File: config.mk
export PLATFORM = sky130hd
export DESIGN_NAME = drowsiness_alert_session_fsm_unit_flat
export DESIGN_NICKNAME = d
export VERILOG_FILES = /design/src/rtl/core/dasf_pkg.sv /design/src/rtl/core/dasf_ifs.sv /design/src/rtl/core/dasf_front.sv /design/src/rtl/core/dasf_queue.sv /design/src/rtl/core/dasf_back.sv /design/src/rtl/core/drowsiness_alert_session_fsm_unit.sv /design/src/flat_wrapper.sv
export SDC_FILE = /design/constraint.sdc
export NUM_CORES = 1
export LEC_CHECK = 0
export BUFFER_PORTS_ARGS = -buffer_cell sky130_fd_sc_hd__buf_2
export CORE_MARGIN = 2
export CORE_UTILIZATION = 45
export DETAILED_ROUTE_END_ITERATION = 8
export PLACE_DENSITY_LB_ADDON = 0.1
export SLEW_MARGIN = 25
export SYNTH_ARGS = -nofsm -noshare
export SYNTH_HDL_FRONTEND = slang
export SYNTH_SLANG_ARGS = --single-unit
File: constraint.sdc
create_clock -name i_clk -period 11.15 [get_ports i_clk]
set_input_delay 1.115 -clock i_clk [delete_from_list [all_inputs] [get_ports i_clk]]
set_output_delay 1.115 -clock i_clk [all_outputs]
set_load 0.01 [all_outputs]
File: src/rtl/core/dasf_pkg.sv
// Shared types, codes and constants for the drowsiness alert session unit.
// Depends on nothing; every other file imports it.
package dasf_pkg;

    localparam int SCORE_BITS_DEF = 16;
    localparam int FIELD_W        = 16;
    localparam int HOLD_W         = 32;
    localparam int STATE_W        = 3;
    localparam int REQ_W          = 2;
    localparam int QUEUE_DEPTH    = 2;
    localparam int CFG_IDX_W      = 3;
    localparam int CFG_DATA_W     = 32;

    localparam logic [STATE_W-1:0] ST_IDLE     = 3'd0;
    localparam logic [STATE_W-1:0] ST_WARMUP   = 3'd1;
    localparam logic [STATE_W-1:0] ST_BASELINE = 3'd2;
    localparam logic [STATE_W-1:0] ST_SUSPECT  = 3'd3;
    localparam logic [STATE_W-1:0] ST_ALERTING = 3'd4;
    localparam logic [STATE_W-1:0] ST_COOLDOWN = 3'd5;
    localparam logic [STATE_W-1:0] ST_CLOSING  = 3'd6;
    localparam logic [STATE_W-1:0] ST_INVALID  = 3'd7;

    localparam logic [REQ_W-1:0] REQ_TICK     = 2'd0;
    localparam logic [REQ_W-1:0] REQ_RESTART  = 2'd1;
    localparam logic [REQ_W-1:0] REQ_FORCE    = 2'd2;
    localparam logic [REQ_W-1:0] REQ_RESERVED = 2'd3;

    localparam logic [1:0] CMD_TICK    = 2'd0;
    localparam logic [1:0] CMD_RESTART = 2'd1;
    localparam logic [1:0] CMD_FORCE   = 2'd2;
    localparam logic [1:0] CMD_NOP     = 2'd3;

    localparam logic [CFG_IDX_W-1:0] CFG_SUSPECT_THR = 3'd0;
    localparam logic [CFG_IDX_W-1:0] CFG_ALERT_THR   = 3'd1;
    localparam logic [CFG_IDX_W-1:0] CFG_HEART_THR   = 3'd2;
    localparam logic [CFG_IDX_W-1:0] CFG_SUSPECT_MS  = 3'd3;
    localparam logic [CFG_IDX_W-1:0] CFG_FAST_MS     = 3'd4;
    localparam logic [CFG_IDX_W-1:0] CFG_SLOW_MS     = 3'd5;
    localparam logic [CFG_IDX_W-1:0] CFG_COOLDOWN_MS = 3'd6;

    localparam logic [FIELD_W-1:0] DEF_SUSPECT_THR = 16'd32768;
    localparam logic [FIELD_W-1:0] DEF_ALERT_THR   = 16'd45875;
    localparam logic [FIELD_W-1:0] DEF_HEART_THR   = 16'd32768;
    localparam logic [HOLD_W-1:0]  DEF_SUSPECT_MS  = 32'd2000;
    localparam logic [HOLD_W-1:0]  DEF_FAST_MS     = 32'd1000;
    localparam logic [HOLD_W-1:0]  DEF_SLOW_MS     = 32'd5000;
    localparam logic [HOLD_W-1:0]  DEF_COOLDOWN_MS = 32'd10000;

    typedef struct packed {
        logic [FIELD_W-1:0] t1;
        logic [FIELD_W-1:0] t2;
        logic [FIELD_W-1:0] h1;
    } t_thresh;

    typedef struct packed {
        logic [HOLD_W-1:0] suspect;
        logic [HOLD_W-1:0] fast;
        logic [HOLD_W-1:0] slow;
        logic [HOLD_W-1:0] cooldown;
    } t_holds;

    typedef struct packed {
        logic [1:0]         kind;
        logic               ge_t1;
        logic               ge_t2;
        logic               hr_ok;
        logic [FIELD_W-1:0] score;
        logic [FIELD_W-1:0] dt;
        logic [STATE_W-1:0] forced;
    } t_cmd;

    function automatic logic [HOLD_W-1:0] sat_add(input logic [HOLD_W-1:0] a,
                                                  input logic [FIELD_W-1:0] b);
        logic [HOLD_W:0] s;
        s = {1'b0, a} + {{(HOLD_W+1-FIELD_W){1'b0}}, b};
        return s[HOLD_W] ? {HOLD_W{1'b1}} : s[HOLD_W-1:0];
    endfunction

endpackage

File: src/rtl/core/dasf_ifs.sv
// Channel interfaces: request, result and configuration write.
// Depends on dasf_pkg for field widths.
interface dasf_in_if import dasf_pkg::*; ();
    logic               valid;
    logic               ready;
    logic [REQ_W-1:0]   req_type;
    logic [FIELD_W-1:0] fused_score;
    logic [FIELD_W-1:0] heart_weight;
    logic [FIELD_W-1:0] elapsed_ms;
    logic [STATE_W-1:0] forced_state;

    modport source (output valid, req_type, fused_score, heart_weight, elapsed_ms,
                    forced_state, input ready);
    modport sink   (input valid, req_type, fused_score, heart_weight, elapsed_ms,
                    forced_state, output ready);
endinterface

interface dasf_out_if import dasf_pkg::*; ();
    logic               valid;
    logic               ready;
    logic [STATE_W-1:0] session_state;
    logic [FIELD_W-1:0] peak_score;

    modport source (output valid, session_state, peak_score, input ready);
    modport sink   (input valid, session_state, peak_score, output ready);
endinterface

interface dasf_cfg_if import dasf_pkg::*; ();
    logic                  valid;
    logic                  ready;
    logic [CFG_IDX_W-1:0]  index;
    logic [CFG_DATA_W-1:0] data;

    modport source (output valid, index, data, input ready);
    modport sink   (input valid, index, data, output ready);
endinterface

File: src/rtl/core/dasf_front.sv
// Front end: accepts requests and classifies them into queue commands,
// doing the threshold compares up front. Depends on dasf_pkg.
module dasf_front import dasf_pkg::*; #(
    parameter int SCORE_BITS = SCORE_BITS_DEF
) (
    input  logic               i_valid,
    output logic               o_ready,
    input  logic [REQ_W-1:0]   i_req_type,
    input  logic [FIELD_W-1:0] i_fused_score,
    input  logic [FIELD_W-1:0] i_heart_weight,
    input  logic [FIELD_W-1:0] i_elapsed_ms,
    input  logic [STATE_W-1:0] i_forced_state,
    input  t_thresh            i_thresh,
    output logic               o_push,
    output t_cmd               o_cmd,
    input  logic               i_push_ready
);

    localparam logic [FIELD_W-1:0] MASK =
        (SCORE_BITS >= FIELD_W) ? {FIELD_W{1'b1}} : FIELD_W'((64'd1 << SCORE_BITS) - 64'd1);

    logic [FIELD_W-1:0] score_m;
    logic [FIELD_W-1:0] heart_m;

    assign score_m = i_fused_score & MASK;
    assign heart_m = i_heart_weight & MASK;

    assign o_ready = i_push_ready;
    assign o_push  = i_valid;

    always_comb begin
        o_cmd.ge_t1  = score_m >= (i_thresh.t1 & MASK);
        o_cmd.ge_t2  = score_m >= (i_thresh.t2 & MASK);
        o_cmd.hr_ok  = heart_m >= (i_thresh.h1 & MASK);
        o_cmd.score  = score_m;
        o_cmd.dt     = i_elapsed_ms;
        o_cmd.forced = i_forced_state;
        case (i_req_type)
            REQ_TICK:    o_cmd.kind = CMD_TICK;
            REQ_RESTART: o_cmd.kind = CMD_RESTART;
            REQ_FORCE:   o_cmd.kind = (i_forced_state == ST_INVALID) ? CMD_NOP : CMD_FORCE;
            default:     o_cmd.kind = CMD_NOP;
        endcase
    end

endmodule

File: src/rtl/core/dasf_queue.sv
// Short command queue between front and back end.
// Depends on dasf_pkg for the command type and depth.
module dasf_queue import dasf_pkg::*; (
    input  logic i_clk,
    input  logic i_rst_n,
    input  logic i_push,
    input  t_cmd i_cmd,
    output logic o_push_ready,
    output logic o_pop_valid,
    output t_cmd o_cmd,
    input  logic i_pop
);

    localparam int PTR_W = (QUEUE_DEPTH > 1) ? $clog2(QUEUE_DEPTH) : 1;
    localparam int CNT_W = $clog2(QUEUE_DEPTH + 1);
    localparam logic [PTR_W-1:0] LAST = PTR_W'(QUEUE_DEPTH - 1);

    t_cmd             r_slot [QUEUE_DEPTH];
    logic [PTR_W-1:0] r_wr, r_rd;
    logic [CNT_W-1:0] r_cnt;
    logic             do_push, do_pop;

    assign o_push_ready = r_cnt != CNT_W'(QUEUE_DEPTH);
    assign o_pop_valid  = r_cnt != '0;
    assign o_cmd        = r_slot[r_rd];
    assign do_push      = i_push && o_push_ready;
    assign do_pop       = i_pop && o_pop_valid;

    always_ff @(posedge i_clk) begin
        if (!i_rst_n) begin
            r_wr  <= '0;
            r_rd  <= '0;
            r_cnt <= '0;
        end else begin
            if (do_push) r_wr <= (r_wr == LAST) ? '0 : r_wr + PTR_W'(1);
            if (do_pop)  r_rd <= (r_rd == LAST) ? '0 : r_rd + PTR_W'(1);
            case ({do_push, do_pop})
                2'b10:   r_cnt <= r_cnt + CNT_W'(1);
                2'b01:   r_cnt <= r_cnt - CNT_W'(1);
                default: r_cnt <= r_cnt;
            endcase
        end
    end

    always_ff @(posedge i_clk) begin
        if (do_push) r_slot[r_wr] <= i_cmd;
    end

endmodule

File: src/rtl/core/dasf_back.sv
// Back end: session state machine, hold accumulators, peak tracker and
// the result register. Depends on dasf_pkg.
module dasf_back import dasf_pkg::*; #(
    parameter int SCORE_BITS = SCORE_BITS_DEF
) (
    input  logic               i_clk,
    input  logic               i_rst_n,
    input  logic               i_cmd_valid,
    input  t_cmd               i_cmd,
    output logic               o_pop,
    input  t_holds             i_holds,
    output logic               o_valid,
    input  logic               i_ready,
    output logic [STATE_W-1:0] o_session_state,
    output logic [FIELD_W-1:0] o_peak_score
);

    localparam int PEAK_W = (SCORE_BITS < FIELD_W) ? SCORE_BITS : FIELD_W;

    logic [STATE_W-1:0] r_mode, n_mode;
    logic [HOLD_W-1:0]  r_sacc, n_sacc, r_aacc, n_aacc, r_cacc, n_cacc;
    logic [HOLD_W-1:0]  s_sum, a_sum, c_sum;
    logic [PEAK_W-1:0]  r_peak, n_peak;
    logic               r_ovld;

    assign o_pop           = i_cmd_valid && (!r_ovld || i_ready);
    assign o_valid         = r_ovld;
    assign o_session_state = r_mode;
    assign o_peak_score    = FIELD_W'(r_peak);

    assign s_sum = sat_add(r_sacc, i_cmd.dt);
    assign a_sum = sat_add(r_aacc, i_cmd.dt);
    assign c_sum = sat_add(r_cacc, i_cmd.dt);

    always_comb begin
        n_mode = r_mode;
        n_sacc = r_sacc;
        n_aacc = r_aacc;
        n_cacc = r_cacc;
        n_peak = r_peak;
        case (i_cmd.kind)
            CMD_TICK: begin
                case (r_mode)
                    ST_BASELINE: begin
                        if (i_cmd.ge_t2) begin
                            n_aacc = a_sum;
                            n_sacc = s_sum;
                        end else if (i_cmd.ge_t1) begin
                            n_sacc = s_sum;
                            n_aacc = '0;
                        end else begin
                            n_sacc = '0;
                            n_aacc = '0;
                        end
                        if (n_sacc >= i_holds.suspect) n_mode = ST_SUSPECT;
                    end
                    ST_SUSPECT: begin
                        if (i_cmd.ge_t2) begin
                            n_aacc = a_sum;
                            if (a_sum >= i_holds.fast) n_mode = ST_ALERTING;
                        end else if (i_cmd.ge_t1) begin
                            n_aacc = '0;
                            n_sacc = s_sum;
                            if (s_sum >= i_holds.slow && i_cmd.hr_ok) n_mode = ST_ALERTING;
                        end else begin
                            n_mode = ST_BASELINE;
                            n_sacc = '0;
                            n_aacc = '0;
                        end
                    end
                    ST_COOLDOWN: begin
                        if (!i_cmd.ge_t1) begin
                            n_cacc = c_sum;
                            if (c_sum >= i_holds.cooldown) begin
                                n_mode = ST_BASELINE;
                                n_sacc = '0;
                                n_aacc = '0;
                                n_cacc = '0;
                            end
                        end else begin
                            n_cacc = '0;
                            if (i_cmd.ge_t2) n_mode = ST_ALERTING;
                        end
                    end
                    default: n_mode = r_mode;
                endcase
                // score is already masked, so its upper bits are zero here
                if (i_cmd.score[PEAK_W-1:0] > r_peak) n_peak = i_cmd.score[PEAK_W-1:0];
            end
            CMD_RESTART: begin
                n_mode = ST_BASELINE;
                n_sacc = '0;
                n_aacc = '0;
                n_cacc = '0;
                n_peak = '0;
            end
            CMD_FORCE: n_mode = i_cmd.forced;
            default:   n_mode = r_mode;
        endcase
    end

    // state only moves on a pop, so it doubles as the held result payload
    always_ff @(posedge i_clk) begin
        if (!i_rst_n) begin
            r_mode <= ST_IDLE;
            r_sacc <= '0;
            r_aacc <= '0;
            r_cacc <= '0;
            r_peak <= '0;
            r_ovld <= 1'b0;
        end else if (o_pop) begin
            r_mode <= n_mode;
            r_sacc <= n_sacc;
            r_aacc <= n_aacc;
            r_cacc <= n_cacc;
            r_peak <= n_peak;
            r_ovld <= 1'b1;
        end else if (i_ready) begin
            r_ovld <= 1'b0;
        end
    end

endmodule

File: src/rtl/core/drowsiness_alert_session_fsm_unit.sv
// Top level of the drowsiness alert session unit: configuration registers,
// front end, command queue and back end. Depends on dasf_pkg and dasf_ifs.
//
//  channel  | dir | handshake     | payload
//  i_req    | in  | valid / ready | req_type, fused_score, heart_weight,
//           |     |               | elapsed_ms, forced_state
//  o_res    | out | valid / ready | session_state, peak_score
//  i_cfg    | in  | valid / ready | index, data (ready is always high)
//
// Sustained rate is one request per cycle while results are taken. An
// accepted request goes into the queue, then the back end updates its
// result register (saturating add and hold compare). Reset enters idle
// with zero accumulators and peak and loads default thresholds and holds.
// A stalled result holds in its register while the two-entry queue fills.
module drowsiness_alert_session_fsm_unit import dasf_pkg::*; #(
    parameter int SCORE_BITS = SCORE_BITS_DEF
) (
    input  logic              i_clk,
    input  logic              i_rst_n,
    dasf_in_if.sink           i_req,
    dasf_out_if.source        o_res,
    dasf_cfg_if.sink          i_cfg
);

    t_thresh r_thresh;
    t_holds  r_holds;
    t_cmd    front_cmd, queue_cmd;
    logic    front_push, queue_ready, queue_valid, back_pop;

    assign i_cfg.ready = 1'b1;

    always_ff @(posedge i_clk) begin
        if (!i_rst_n) begin
            r_thresh.t1      <= DEF_SUSPECT_THR;
            r_thresh.t2      <= DEF_ALERT_THR;
            r_thresh.h1      <= DEF_HEART_THR;
            r_holds.suspect  <= DEF_SUSPECT_MS;
            r_holds.fast     <= DEF_FAST_MS;
            r_holds.slow     <= DEF_SLOW_MS;
            r_holds.cooldown <= DEF_COOLDOWN_MS;
        end else if (i_cfg.valid) begin
            case (i_cfg.index)
                CFG_SUSPECT_THR: r_thresh.t1      <= i_cfg.data[FIELD_W-1:0];
                CFG_ALERT_THR:   r_thresh.t2      <= i_cfg.data[FIELD_W-1:0];
                CFG_HEART_THR:   r_thresh.h1      <= i_cfg.data[FIELD_W-1:0];
                CFG_SUSPECT_MS:  r_holds.suspect  <= i_cfg.data[HOLD_W-1:0];
                CFG_FAST_MS:     r_holds.fast     <= i_cfg.data[HOLD_W-1:0];
                CFG_SLOW_MS:     r_holds.slow     <= i_cfg.data[HOLD_W-1:0];
                CFG_COOLDOWN_MS: r_holds.cooldown <= i_cfg.data[HOLD_W-1:0];
                default:         r_holds          <= r_holds;
            endcase
        end
    end

    dasf_front #(.SCORE_BITS(SCORE_BITS)) u_front (
        .i_valid        (i_req.valid),
        .o_ready        (i_req.ready),
        .i_req_type     (i_req.req_type),
        .i_fused_score  (i_req.fused_score),
        .i_heart_weight (i_req.heart_weight),
        .i_elapsed_ms   (i_req.elapsed_ms),
        .i_forced_state (i_req.forced_state),
        .i_thresh       (r_thresh),
        .o_push         (front_push),
        .o_cmd          (front_cmd),
        .i_push_ready   (queue_ready)
    );

    dasf_queue u_queue (
        .i_clk        (i_clk),
        .i_rst_n      (i_rst_n),
        .i_push       (front_push),
        .i_cmd        (front_cmd),
        .o_push_ready (queue_ready),
        .o_pop_valid  (queue_valid),
        .o_cmd        (queue_cmd),
        .i_pop        (back_pop)
    );

    dasf_back #(.SCORE_BITS(SCORE_BITS)) u_back (
        .i_clk           (i_clk),
        .i_rst_n         (i_rst_n),
        .i_cmd_valid     (queue_valid),
        .i_cmd           (queue_cmd),
        .o_pop           (back_pop),
        .i_holds         (r_holds),
        .o_valid         (o_res.valid),
        .i_ready         (o_res.ready),
        .o_session_state (o_res.session_state),
        .o_peak_score    (o_res.peak_score)
    );

endmodule

File: src/flat_wrapper.sv
// flat-port wrapper written by rule: the top's interface ports become plain ports
module drowsiness_alert_session_fsm_unit_flat import dasf_pkg::*;
#(
    parameter int SCORE_BITS = SCORE_BITS_DEF
)
  (i_clk, i_rst_n, i_req_valid, i_req_req_type, i_req_fused_score, i_req_heart_weight, i_req_elapsed_ms, i_req_forced_state, i_req_ready, o_res_valid, o_res_session_state, o_res_peak_score, o_res_ready, i_cfg_valid, i_cfg_index, i_cfg_data, i_cfg_ready);
  dasf_in_if i_req_i ();
  dasf_out_if o_res_i ();
  dasf_cfg_if i_cfg_i ();
  input  logic i_clk;
  input  logic i_rst_n;
  input wire logic [$bits(i_req_i.valid)-1:0] i_req_valid;
  input wire logic [$bits(i_req_i.req_type)-1:0] i_req_req_type;
  input wire logic [$bits(i_req_i.fused_score)-1:0] i_req_fused_score;
  input wire logic [$bits(i_req_i.heart_weight)-1:0] i_req_heart_weight;
  input wire logic [$bits(i_req_i.elapsed_ms)-1:0] i_req_elapsed_ms;
  input wire logic [$bits(i_req_i.forced_state)-1:0] i_req_forced_state;
  output wire logic [$bits(i_req_i.ready)-1:0] i_req_ready;
  output wire logic [$bits(o_res_i.valid)-1:0] o_res_valid;
  output wire logic [$bits(o_res_i.session_state)-1:0] o_res_session_state;
  output wire logic [$bits(o_res_i.peak_score)-1:0] o_res_peak_score;
  input wire logic [$bits(o_res_i.ready)-1:0] o_res_ready;
  input wire logic [$bits(i_cfg_i.valid)-1:0] i_cfg_valid;
  input wire logic [$bits(i_cfg_i.index)-1:0] i_cfg_index;
  input wire logic [$bits(i_cfg_i.data)-1:0] i_cfg_data;
  output wire logic [$bits(i_cfg_i.ready)-1:0] i_cfg_ready;
  assign i_req_i.valid = i_req_valid;
  assign i_req_i.req_type = i_req_req_type;
  assign i_req_i.fused_score = i_req_fused_score;
  assign i_req_i.heart_weight = i_req_heart_weight;
  assign i_req_i.elapsed_ms = i_req_elapsed_ms;
  assign i_req_i.forced_state = i_req_forced_state;
  assign i_req_ready = i_req_i.ready;
  assign o_res_valid = o_res_i.valid;
  assign o_res_session_state = o_res_i.session_state;
  assign o_res_peak_score = o_res_i.peak_score;
  assign o_res_i.ready = o_res_ready;
  assign i_cfg_i.valid = i_cfg_valid;
  assign i_cfg_i.index = i_cfg_index;
  assign i_cfg_i.data = i_cfg_data;
  assign i_cfg_ready = i_cfg_i.ready;
  drowsiness_alert_session_fsm_unit #(.SCORE_BITS(SCORE_BITS)) u_core (.i_clk(i_clk), .i_rst_n(i_rst_n), .i_req(i_req_i), .o_res(o_res_i), .i_cfg(i_cfg_i));
endmodule
==> results.json, run 1 <==
{
  "inserted_clock_buffers": 44,
  "maxSlewHeadroom": 0.344,
  "clock_transition_at_the_registers_of_the_reported_paths_ns": 0.06,
  "placedInstanceArea_sq_um": 23400,
  "grt_start_max_net_pins": 80,
  "crit_path_max_incr_delay_ns": 0.61,
  "cp_slowest_cell": "sky130_fd_sc_hd__a2111oi_0",
  "crit_family": "compound AO/OA/AOI/OAI gates",
  "buffer_ports.inserted": 113,
  "global_route.overflow_total": 0,
  "worstPathCellList": "mux2_2 > ha_1 > fa_1 > a211oi_1 > o21ai_1 > a311oi_2 > o31ai_2 > nand4_1 > buf_4 > nand2_1 > ha_1 > a21oi_1 > o21ai_1 > a2111oi_0 > o21ai_1 > or3b_1 > nand3_2 > nor2_1 > a221o_1",
  "core_area_sq_um": 49000,
  "grt_pass1_wl_um": 103000,
  "vdd_ir_drop_max_mv": 0.121,
  "vias": 19200,
  "final.setup_skew_ns": 0.0267,
  "clock_insertion_delay_worst_skew_ns": 0.60,
  "timing.critical_path.arrival_ns": 7.61,
  "report.final.setup_viol": 0,
  "postSynth.asyncResetShare": 0,
  "worst-endpoint-required_ns": 11.64,
  "layout.cells.non_filler": 3443,
  "cts_tree": "done",
  "finalMaxSlewViolations": 0,
  "initialDrtViolationCount": 1290,
  "syn_avg_cell_area_sq_um": 8.33,
  "fmax_mhz": 140,
  "cts.repair.resized": 0,
  "yosysUniqueCellTypes": 89,
  "postCtsSetupBuffers": 0,
  "dpl_cells": 3360,
  "gate_count_after_technology_mapping": 2676,
  "setup.worst_path.start_class": "flip-flop",
  "die_area_sq_um": 51300,
  "die_height_um": 227,
  "gp_congestion": 0.949,
  "synth_top_cells_by_area": "sky130_fd_sc_hd__dfxtp_1 27%, sky130_fd_sc_hd__ha_1 14%, sky130_fd_sc_hd__edfxtp_1 11%, sky130_fd_sc_hd__nand2_1 8.8%, sky130_fd_sc_hd__a21oi_1 6.0%",
  "period_needed_ns": 7.13,
  "die-width_um": 227,
  "via_count_of_the_first_global_routing_pass": 18100,
  "drc_markers": 0,
  "antenna_found_initial": 1,
  "drt-wirelength-per-cell_um": 19.2,
  "final_nets": 3082,
  "timing.critical_path.buf_inv": 1,
  "timing.setup.critical_path_class": "flip-flop to flip-flop",
  "final_util": 0.511,
  "rsz0062_at_grt": "no",
  "vias_per_cell": 5.57,
  "p_leak_nw": 10.1,
  "kind_of_end_point_of_the_critical_path": "flip-flop",
  "starting_utilization_of_the_core_area": 0.456,
  "synthTopCellsByCount": "524 x sky130_fd_sc_hd__nand2_1, 297 x sky130_fd_sc_hd__dfxtp_1, 269 x sky130_fd_sc_hd__a21oi_1",
  "cts_sinks": 377,
  "hold_slack_ns": 0.453,
  "fin_crit_sh": 0.639,
  "setup_tns_ns": 0,
  "hold_path_class": "flip-flop to flip-flop",
  "first_pass_iters": 6,
  "drt_wl_total_um": 66000,
  "cts-root-to-sink-buffers": 3,
  "crit_top_cell": "sky130_fd_sc_hd__o21ai_1",
  "cts_root_buf": "sky130_fd_sc_hd__clkbuf_16",
  "synth_largest_area_cell": "sky130_fd_sc_hd__dfxtp_1",
  "yosysSeqAreaShare": 0.374,
  "post_route_cells_drive_above_1_share": 0.101,
  "rows": 81,
  "dp_hpwl_um": 48100,
  "postSynthRegisterBits": 377,
  "total_of_fill_cells_in_the_finished_design": 4678,
  "place_ws_ns": 3.93,
  "critical_path.max_fanout": 36,
  "synthMostInstantiatedCell": "sky130_fd_sc_hd__nand2_1",
  "most_used_flip_flop_cell_after_synthesis": "sky130_fd_sc_hd__dfxtp_1",
  "cts_hold_buf": 0,
  "final.setup.worst_slack_ns": 4.02,
  "io_pins": 115,
  "run_status": "finished, final reports clean",
  "final_hold_violations": 0,
  "cellPowerDensity_nw_per_um2": 174,
  "final_cell_area_sq_um": 25000,
  "p_total_mw": 4.36,
  "timing.max_cap.violations": 0,
  "max_slew.worst_pin.slew_ns": 0.982,
  "syn-cell-area_sq_um": 22300,
  "drtAntennaViolNets": 0,
  "area_growth_pct": 12.1,
  "synthesis.nets": 3016,
  "h-tree-depth": 2,
  "groute.usage.overall": 0.258,
  "synth_edf_count": 80,
  "synth_warnings": 0,
  "netlist.area_leader.share": 0.267
}
==> final timing paths <==
check / startpoint / endpoint / slack [ns] / cells past startpoint
worst min register to register: u_core.r_holds[95] / u_core.r_holds[95] / 0.45 / 2
worst max-delay path: flip-flop / u_core.u_back.r_sacc[25] / 4.02 / 19
worst min-delay path: u_core.r_holds[95] / u_core.r_holds[95] / 0.45 / 2
worst max register to register: flip-flop / u_core.u_back.r_sacc[25] / 4.02 / 19
==> cells in the final DEF, fill, tap and decap left out, types with 8 or more instances in the layout <==
cell type,instances
sky130_fd_sc_hd__nand2_1,524
sky130_fd_sc_hd__dfxtp_1,296
sky130_fd_sc_hd__a21oi_1,269
sky130_fd_sc_hd__ha_1,244
sky130_fd_sc_hd__inv_1,232
sky130_fd_sc_hd__nor2_1,123
sky130_fd_sc_hd__buf_2,113
sky130_fd_sc_hd__o21ai_0,87
sky130_fd_sc_hd__edfxtp_1,80
sky130_fd_sc_hd__nand3_1,46
sky130_fd_sc_hd__clkbuf_16,44
sky130_fd_sc_hd__o211ai_1,41
sky130_fd_sc_hd__mux2_2,40
sky130_fd_sc_hd__a21o_1,38
sky130_fd_sc_hd__xnor2_1,34
sky130_fd_sc_hd__a22o_1,30
sky130_fd_sc_hd__mux2i_1,29
sky130_fd_sc_hd__xor2_1,28
sky130_fd_sc_hd__nor3_1,27
sky130_fd_sc_hd__and3_1,25
sky130_fd_sc_hd__nand4_1,24
sky130_fd_sc_hd__nand2b_1,24
sky130_fd_sc_hd__a31oi_1,23
sky130_fd_sc_hd__o21ai_1,22
sky130_fd_sc_hd__buf_4,21
sky130_fd_sc_hd__or3_1,20
sky130_fd_sc_hd__nor2b_1,19
sky130_fd_sc_hd__a22oi_1,19
sky130_fd_sc_hd__a211oi_1,18
sky130_fd_sc_hd__o21a_1,17
sky130_fd_sc_hd__clkbuf_1,14
sky130_fd_sc_hd__nor2_2,13
sky130_fd_sc_hd__o31ai_1,12
sky130_fd_sc_hd__and2_1,10
sky130_fd_sc_hd__o21bai_1,8
sky130_fd_sc_hd__nor4_1,8
sky130_fd_sc_hd__a41oi_1,8
==> metal layers <==
layer  part of all wire  up-vias  GRT usage  wire length (um)
li1                   -     9494          -                 -
met1               0.49     9166      0.374             32100
met2               0.44      453      0.407             29300
met3              0.049       81     0.0281              3250
met4              0.021        0     0.0696              1390
met5                  0        -          0                 0
==> power by group <==
| part | total [mW] | internal, mW | switching (mW) |
|---|---|---|---|
| combinational | 1.25 | 0.455 | 0.792 |
| sequential | 1.56 | 1.49 | 0.0617 |
| clock | 1.56 | 0.940 | 0.618 |
==> flip-flops by register name (all words and copies together) (netlist names), 3 cells and up, named ones only <==
signal and cells:
u_core.u_queue.r_slot 80, u_core.u_back.o_session_state 3, u_core.u_back.r_sacc 32, u_core.r_thresh 48, u_core.u_back.r_aacc 32, u_core.r_holds 128, u_core.u_back.o_peak_score 16, u_core.u_back.r_cacc 32
==> layout make-up <==
class | instances | area (sq um) | share of cell area
Inverter | 235 | 887 | 0.0355
Tap cell | 664 | 831 | 0.0332
Antenna cell | 1 | 2.50 | 0.000100
Clock buffer | 64 | 1240 | 0.0495
Clock inverter | 18 | 324 | 0.0130
Multi-Input combinational cell | 1950 | 12600 | 0.506
Timing Repair Buffer | 134 | 723 | 0.0289
Sequential cell | 377 | 8350 | 0.334
==> cell families (layout without fill, tap and decap cells) <==
logic type / count (synthesis) / in the layout / synth area share
simple gates: 903 / 903 / 0.179
compound gates: 668 / 668 / 0.188
flops: 377 / 377 / 0.374
buf+inv: 349 / 451 / 0.0607
fa+ha+maj: 247 / 247 / 0.140
mux: 69 / 69 / 0.0332
xor+xnor: 62 / 62 / 0.0244
other cells: 1 / 2 / 0.000168
==> worst min-delay path: stages (launching register included) <==
cell and delay [ns]:
sky130_fd_sc_hd__dfxtp_1 0.31, sky130_fd_sc_hd__nand2_1 0.05, sky130_fd_sc_hd__a21oi_1 0.05
Power figures use the tool's default switching activity.
==> inputs of run 2 (changes only) <==
ABC_AREA = 1   (was not set)
clock period = 7.2 ns   (was 11.15 ns; I/O delays follow)
==> results.json, run 2 <==
{
  "gate_count_after_technology_mapping": 2912,
  "drt-wirelength-per-cell_um": 18.1,
  "rsz0062_at_grt": "no",
  "synthMostInstantiatedCell": "sky130_fd_sc_hd__nand2_1",
  "synth_warnings": 0,
  "yosysSeqAreaShare": 0.374,
  "vias": 19700,
  "period_needed_ns": 6.25,
  "fin_crit_sh": 0.867,
  "postSynth.asyncResetShare": 0,
  "power_frac_comb": 0.402,
  "postSynthRegisterBits": 377,
  "cp_slowest_cell": "sky130_fd_sc_hd__inv_2",
  "timing.critical_path.buf_inv": 2,
  "cp.depth": 29,
  "timing.max_cap.violations": 0,
  "timing.critical_path.arrival_ns": 6.73,
  "dpl_cells": 3606,
  "post_route_cells_drive_above_1_share": 0.100,
  "io_pins": 115,
  "die_area_sq_um": 51400,
  "final_cell_area_sq_um": 25000,
  "hold_path_class": "input pin to flip-flop",
  "total_of_fill_cells_in_the_finished_design": 4793,
  "vias_per_cell": 5.35,
  "cts_tree": "done",
  "finalMaxSlewViolations": 0,
  "grt_start_max_net_pins": 70,
  "antenna_found_initial": 6,
  "critical_path.max_fanout": 35,
  "groute.usage.overall": 0.261,
  "buffer_ports.inserted": 113,
  "first_pass_iters": 6,
  "fmax_mhz": 160,
  "worst-endpoint-required_ns": 7.69,
  "layout.cells.non_filler": 3684,
  "crit_path_max_incr_delay_ns": 0.45,
  "netlist.area_leader.share": 0.266,
  "hold_depth": 1,
  "clock_power_share": 0.289,
  "area_growth_pct": 11.7,
  "rrSetupSlack_ns": 0.95,
  "largest_register_ff_count": 128,
  "final_hold_violations": 0,
  "placedInstanceArea_sq_um": 23500,
  "rr_worst_depth": 29,
  "cellPowerDensity_nw_per_um2": 321,
  "vdd_ir_drop_max_mv": 0.190,
  "hold_path_startpoint": "i_req_elapsed_ms[10]",
  "setup.worst_path.start_class": "flip-flop",
  "largestRegisters": "u_core.r_holds (128), u_core.u_queue.r_slot (80), u_core.r_thresh (48)",
  "initialDrtViolationCount": 1435,
  "final_cell_mix": "561 x sky130_fd_sc_hd__nand2_1, 388 x sky130_fd_sc_hd__inv_1, 336 x sky130_fd_sc_hd__a21oi_1, 297 x sky130_fd_sc_hd__dfxtp_1, 244 x sky130_fd_sc_hd__ha_1",
  "cts_sinks": 377,
  "final.setup_skew_ns": 0.0139,
  "synth_edf_count": 80,
  "sequentialPowerShare": 0.310,
  "clock_transition_at_the_registers_of_the_reported_paths_ns": 0.06,
  "p_leak_nw": 11.0,
  "max_slew.worst_pin.slew_ns": 0.889,
  "core_area_sq_um": 49000,
  "switching_power_mw": 3.17,
  "gp_congestion": 0.889,
  "synthTopCellsByCount": "562 x sky130_fd_sc_hd__nand2_1, 388 x sky130_fd_sc_hd__inv_1, 336 x sky130_fd_sc_hd__a21oi_1",
  "global_route.overflow_total": 0,
  "largest-register": "u_core.r_holds",
  "starting_utilization_of_the_core_area": 0.456,
  "drt_wl_total_um": 66700,
  "report.final.setup_viol": 0,
  "layout_commonest_cell": "sky130_fd_sc_hd__nand2_1",
  "maxSlewHeadroom": 0.405,
  "final_nets": 3328,
  "synth_top_cells_by_area": "sky130_fd_sc_hd__dfxtp_1 27%, sky130_fd_sc_hd__ha_1 14%, sky130_fd_sc_hd__edfxtp_1 11%, sky130_fd_sc_hd__nand2_1 9.4%, sky130_fd_sc_hd__a21oi_1 7.5%",
  "synthesis.nets": 3252,
  "syn-cell-area_sq_um": 22300,
  "die-width_um": 227,
  "cts_root_buf": "sky130_fd_sc_hd__clkbuf_16",
  "rows": 81,
  "crit_top_cell": "sky130_fd_sc_hd__nand2_1",
  "drtAntennaViolNets": 0,
  "kind_of_end_point_of_the_critical_path": "flip-flop",
  "syn_avg_cell_area_sq_um": 7.67,
  "setup_tns_ns": 0,
  "yosysUniqueCellTypes": 63,
  "clock_insertion_delay_worst_skew_ns": 0.57,
  "grt_pass1_wl_um": 103000,
  "run_status": "finished, final reports clean",
  "drc_markers": 0,
  "die_height_um": 227,
  "power.share.switching": 0.396,
  "timing.setup.critical_path_class": "flip-flop to flip-flop",
  "synth_largest_area_cell": "sky130_fd_sc_hd__dfxtp_1",
  "cts_hold_buf": 0,
  "inserted_clock_buffers": 44,
  "dp_hpwl_um": 49400,
  "cts.repair.resized": 0,
  "intPower_mw": 4.83,
  "most_used_flip_flop_cell_after_synthesis": "sky130_fd_sc_hd__dfxtp_1",
  "postCtsSetupBuffers": 0,
  "p_total_mw": 8.00,
  "cts-root-to-sink-buffers": 3,
  "crit_family": "compound AO/OA/AOI/OAI gates",
  "via_count_of_the_first_global_routing_pass": 18400,
  "h-tree-depth": 2
}
==> run 2: kinds of logic after synthesis <==
logic type	count (synthesis)	share of synthesized area
AO/OA/AOI/OAI	735	0.188
flip-flops	377	0.374
buffers and inverters	505	0.0871
XOR/XNOR	23	0.00902
AND/OR/NAND/NOR	1023	0.202
other	1	0.000168
adder cells (fa/ha/maj)	247	0.139
multiplexers	1	0.000448
==> run 2: stage by stage <==
step	utilization	worst slack, ns	hold slack [ns]
2_1_floorplan	-	2.34	0.426
3_3_place_gp	0.479	1.18	0.438
3_5_place_dp	0.479	1.02	0.446
4_1_cts	0.510	0.987	0.309
5_1_grt	0.510	0.478	0.332
6_report	0.510	0.954	0.333
==> run 2: cell type report <==
| cell class | instances | area [sq um] | area share |
|---|---|---|---|
| Antenna cell | 1 | 2.50 | 0.000100 |
| Tap cell | 664 | 831 | 0.0333 |
| Clock buffer | 61 | 1270 | 0.0507 |
| Inverter | 403 | 1510 | 0.0607 |
| Timing Repair Buffer | 132 | 711 | 0.0285 |
| Sequential cell | 377 | 8350 | 0.335 |
| Multi-Input combinational cell | 2030 | 12100 | 0.484 |
| Clock inverter | 16 | 210 | 0.00842 |
==> run 2: worst paths after layout <==
check | to
worst min register to register | u_core.r_thresh[26]
worst max register to register | u_core.u_back.r_sacc[0]
worst max-delay path | u_core.u_back.r_sacc[0]
worst min-delay path | u_core.u_queue.r_slot[1][13]
==> run 2: power groups by stage <==
stage | Sequential (mW) | Clock, mW | Combinational [mW]
finish | 2.48 | 2.31 | 3.21
global route | 2.50 | 2.44 | 3.65
CTS | 2.48 | 2.36 | 3.21
detailed placement | 2.52 | 0 | 3.19
global placement | 2.52 | 0 | 3.12
floorplan | 2.52 | 0 | 2.24
==> run 2: per-layer routing <==
layer	global-route usage	vias up	routed length, um
met4	0.0770	6	1790
met1	0.362	9166	31300
met3	0.0457	104	4140
met2	0.413	488	29500
met5	0	-	28
li1	-	9950	-
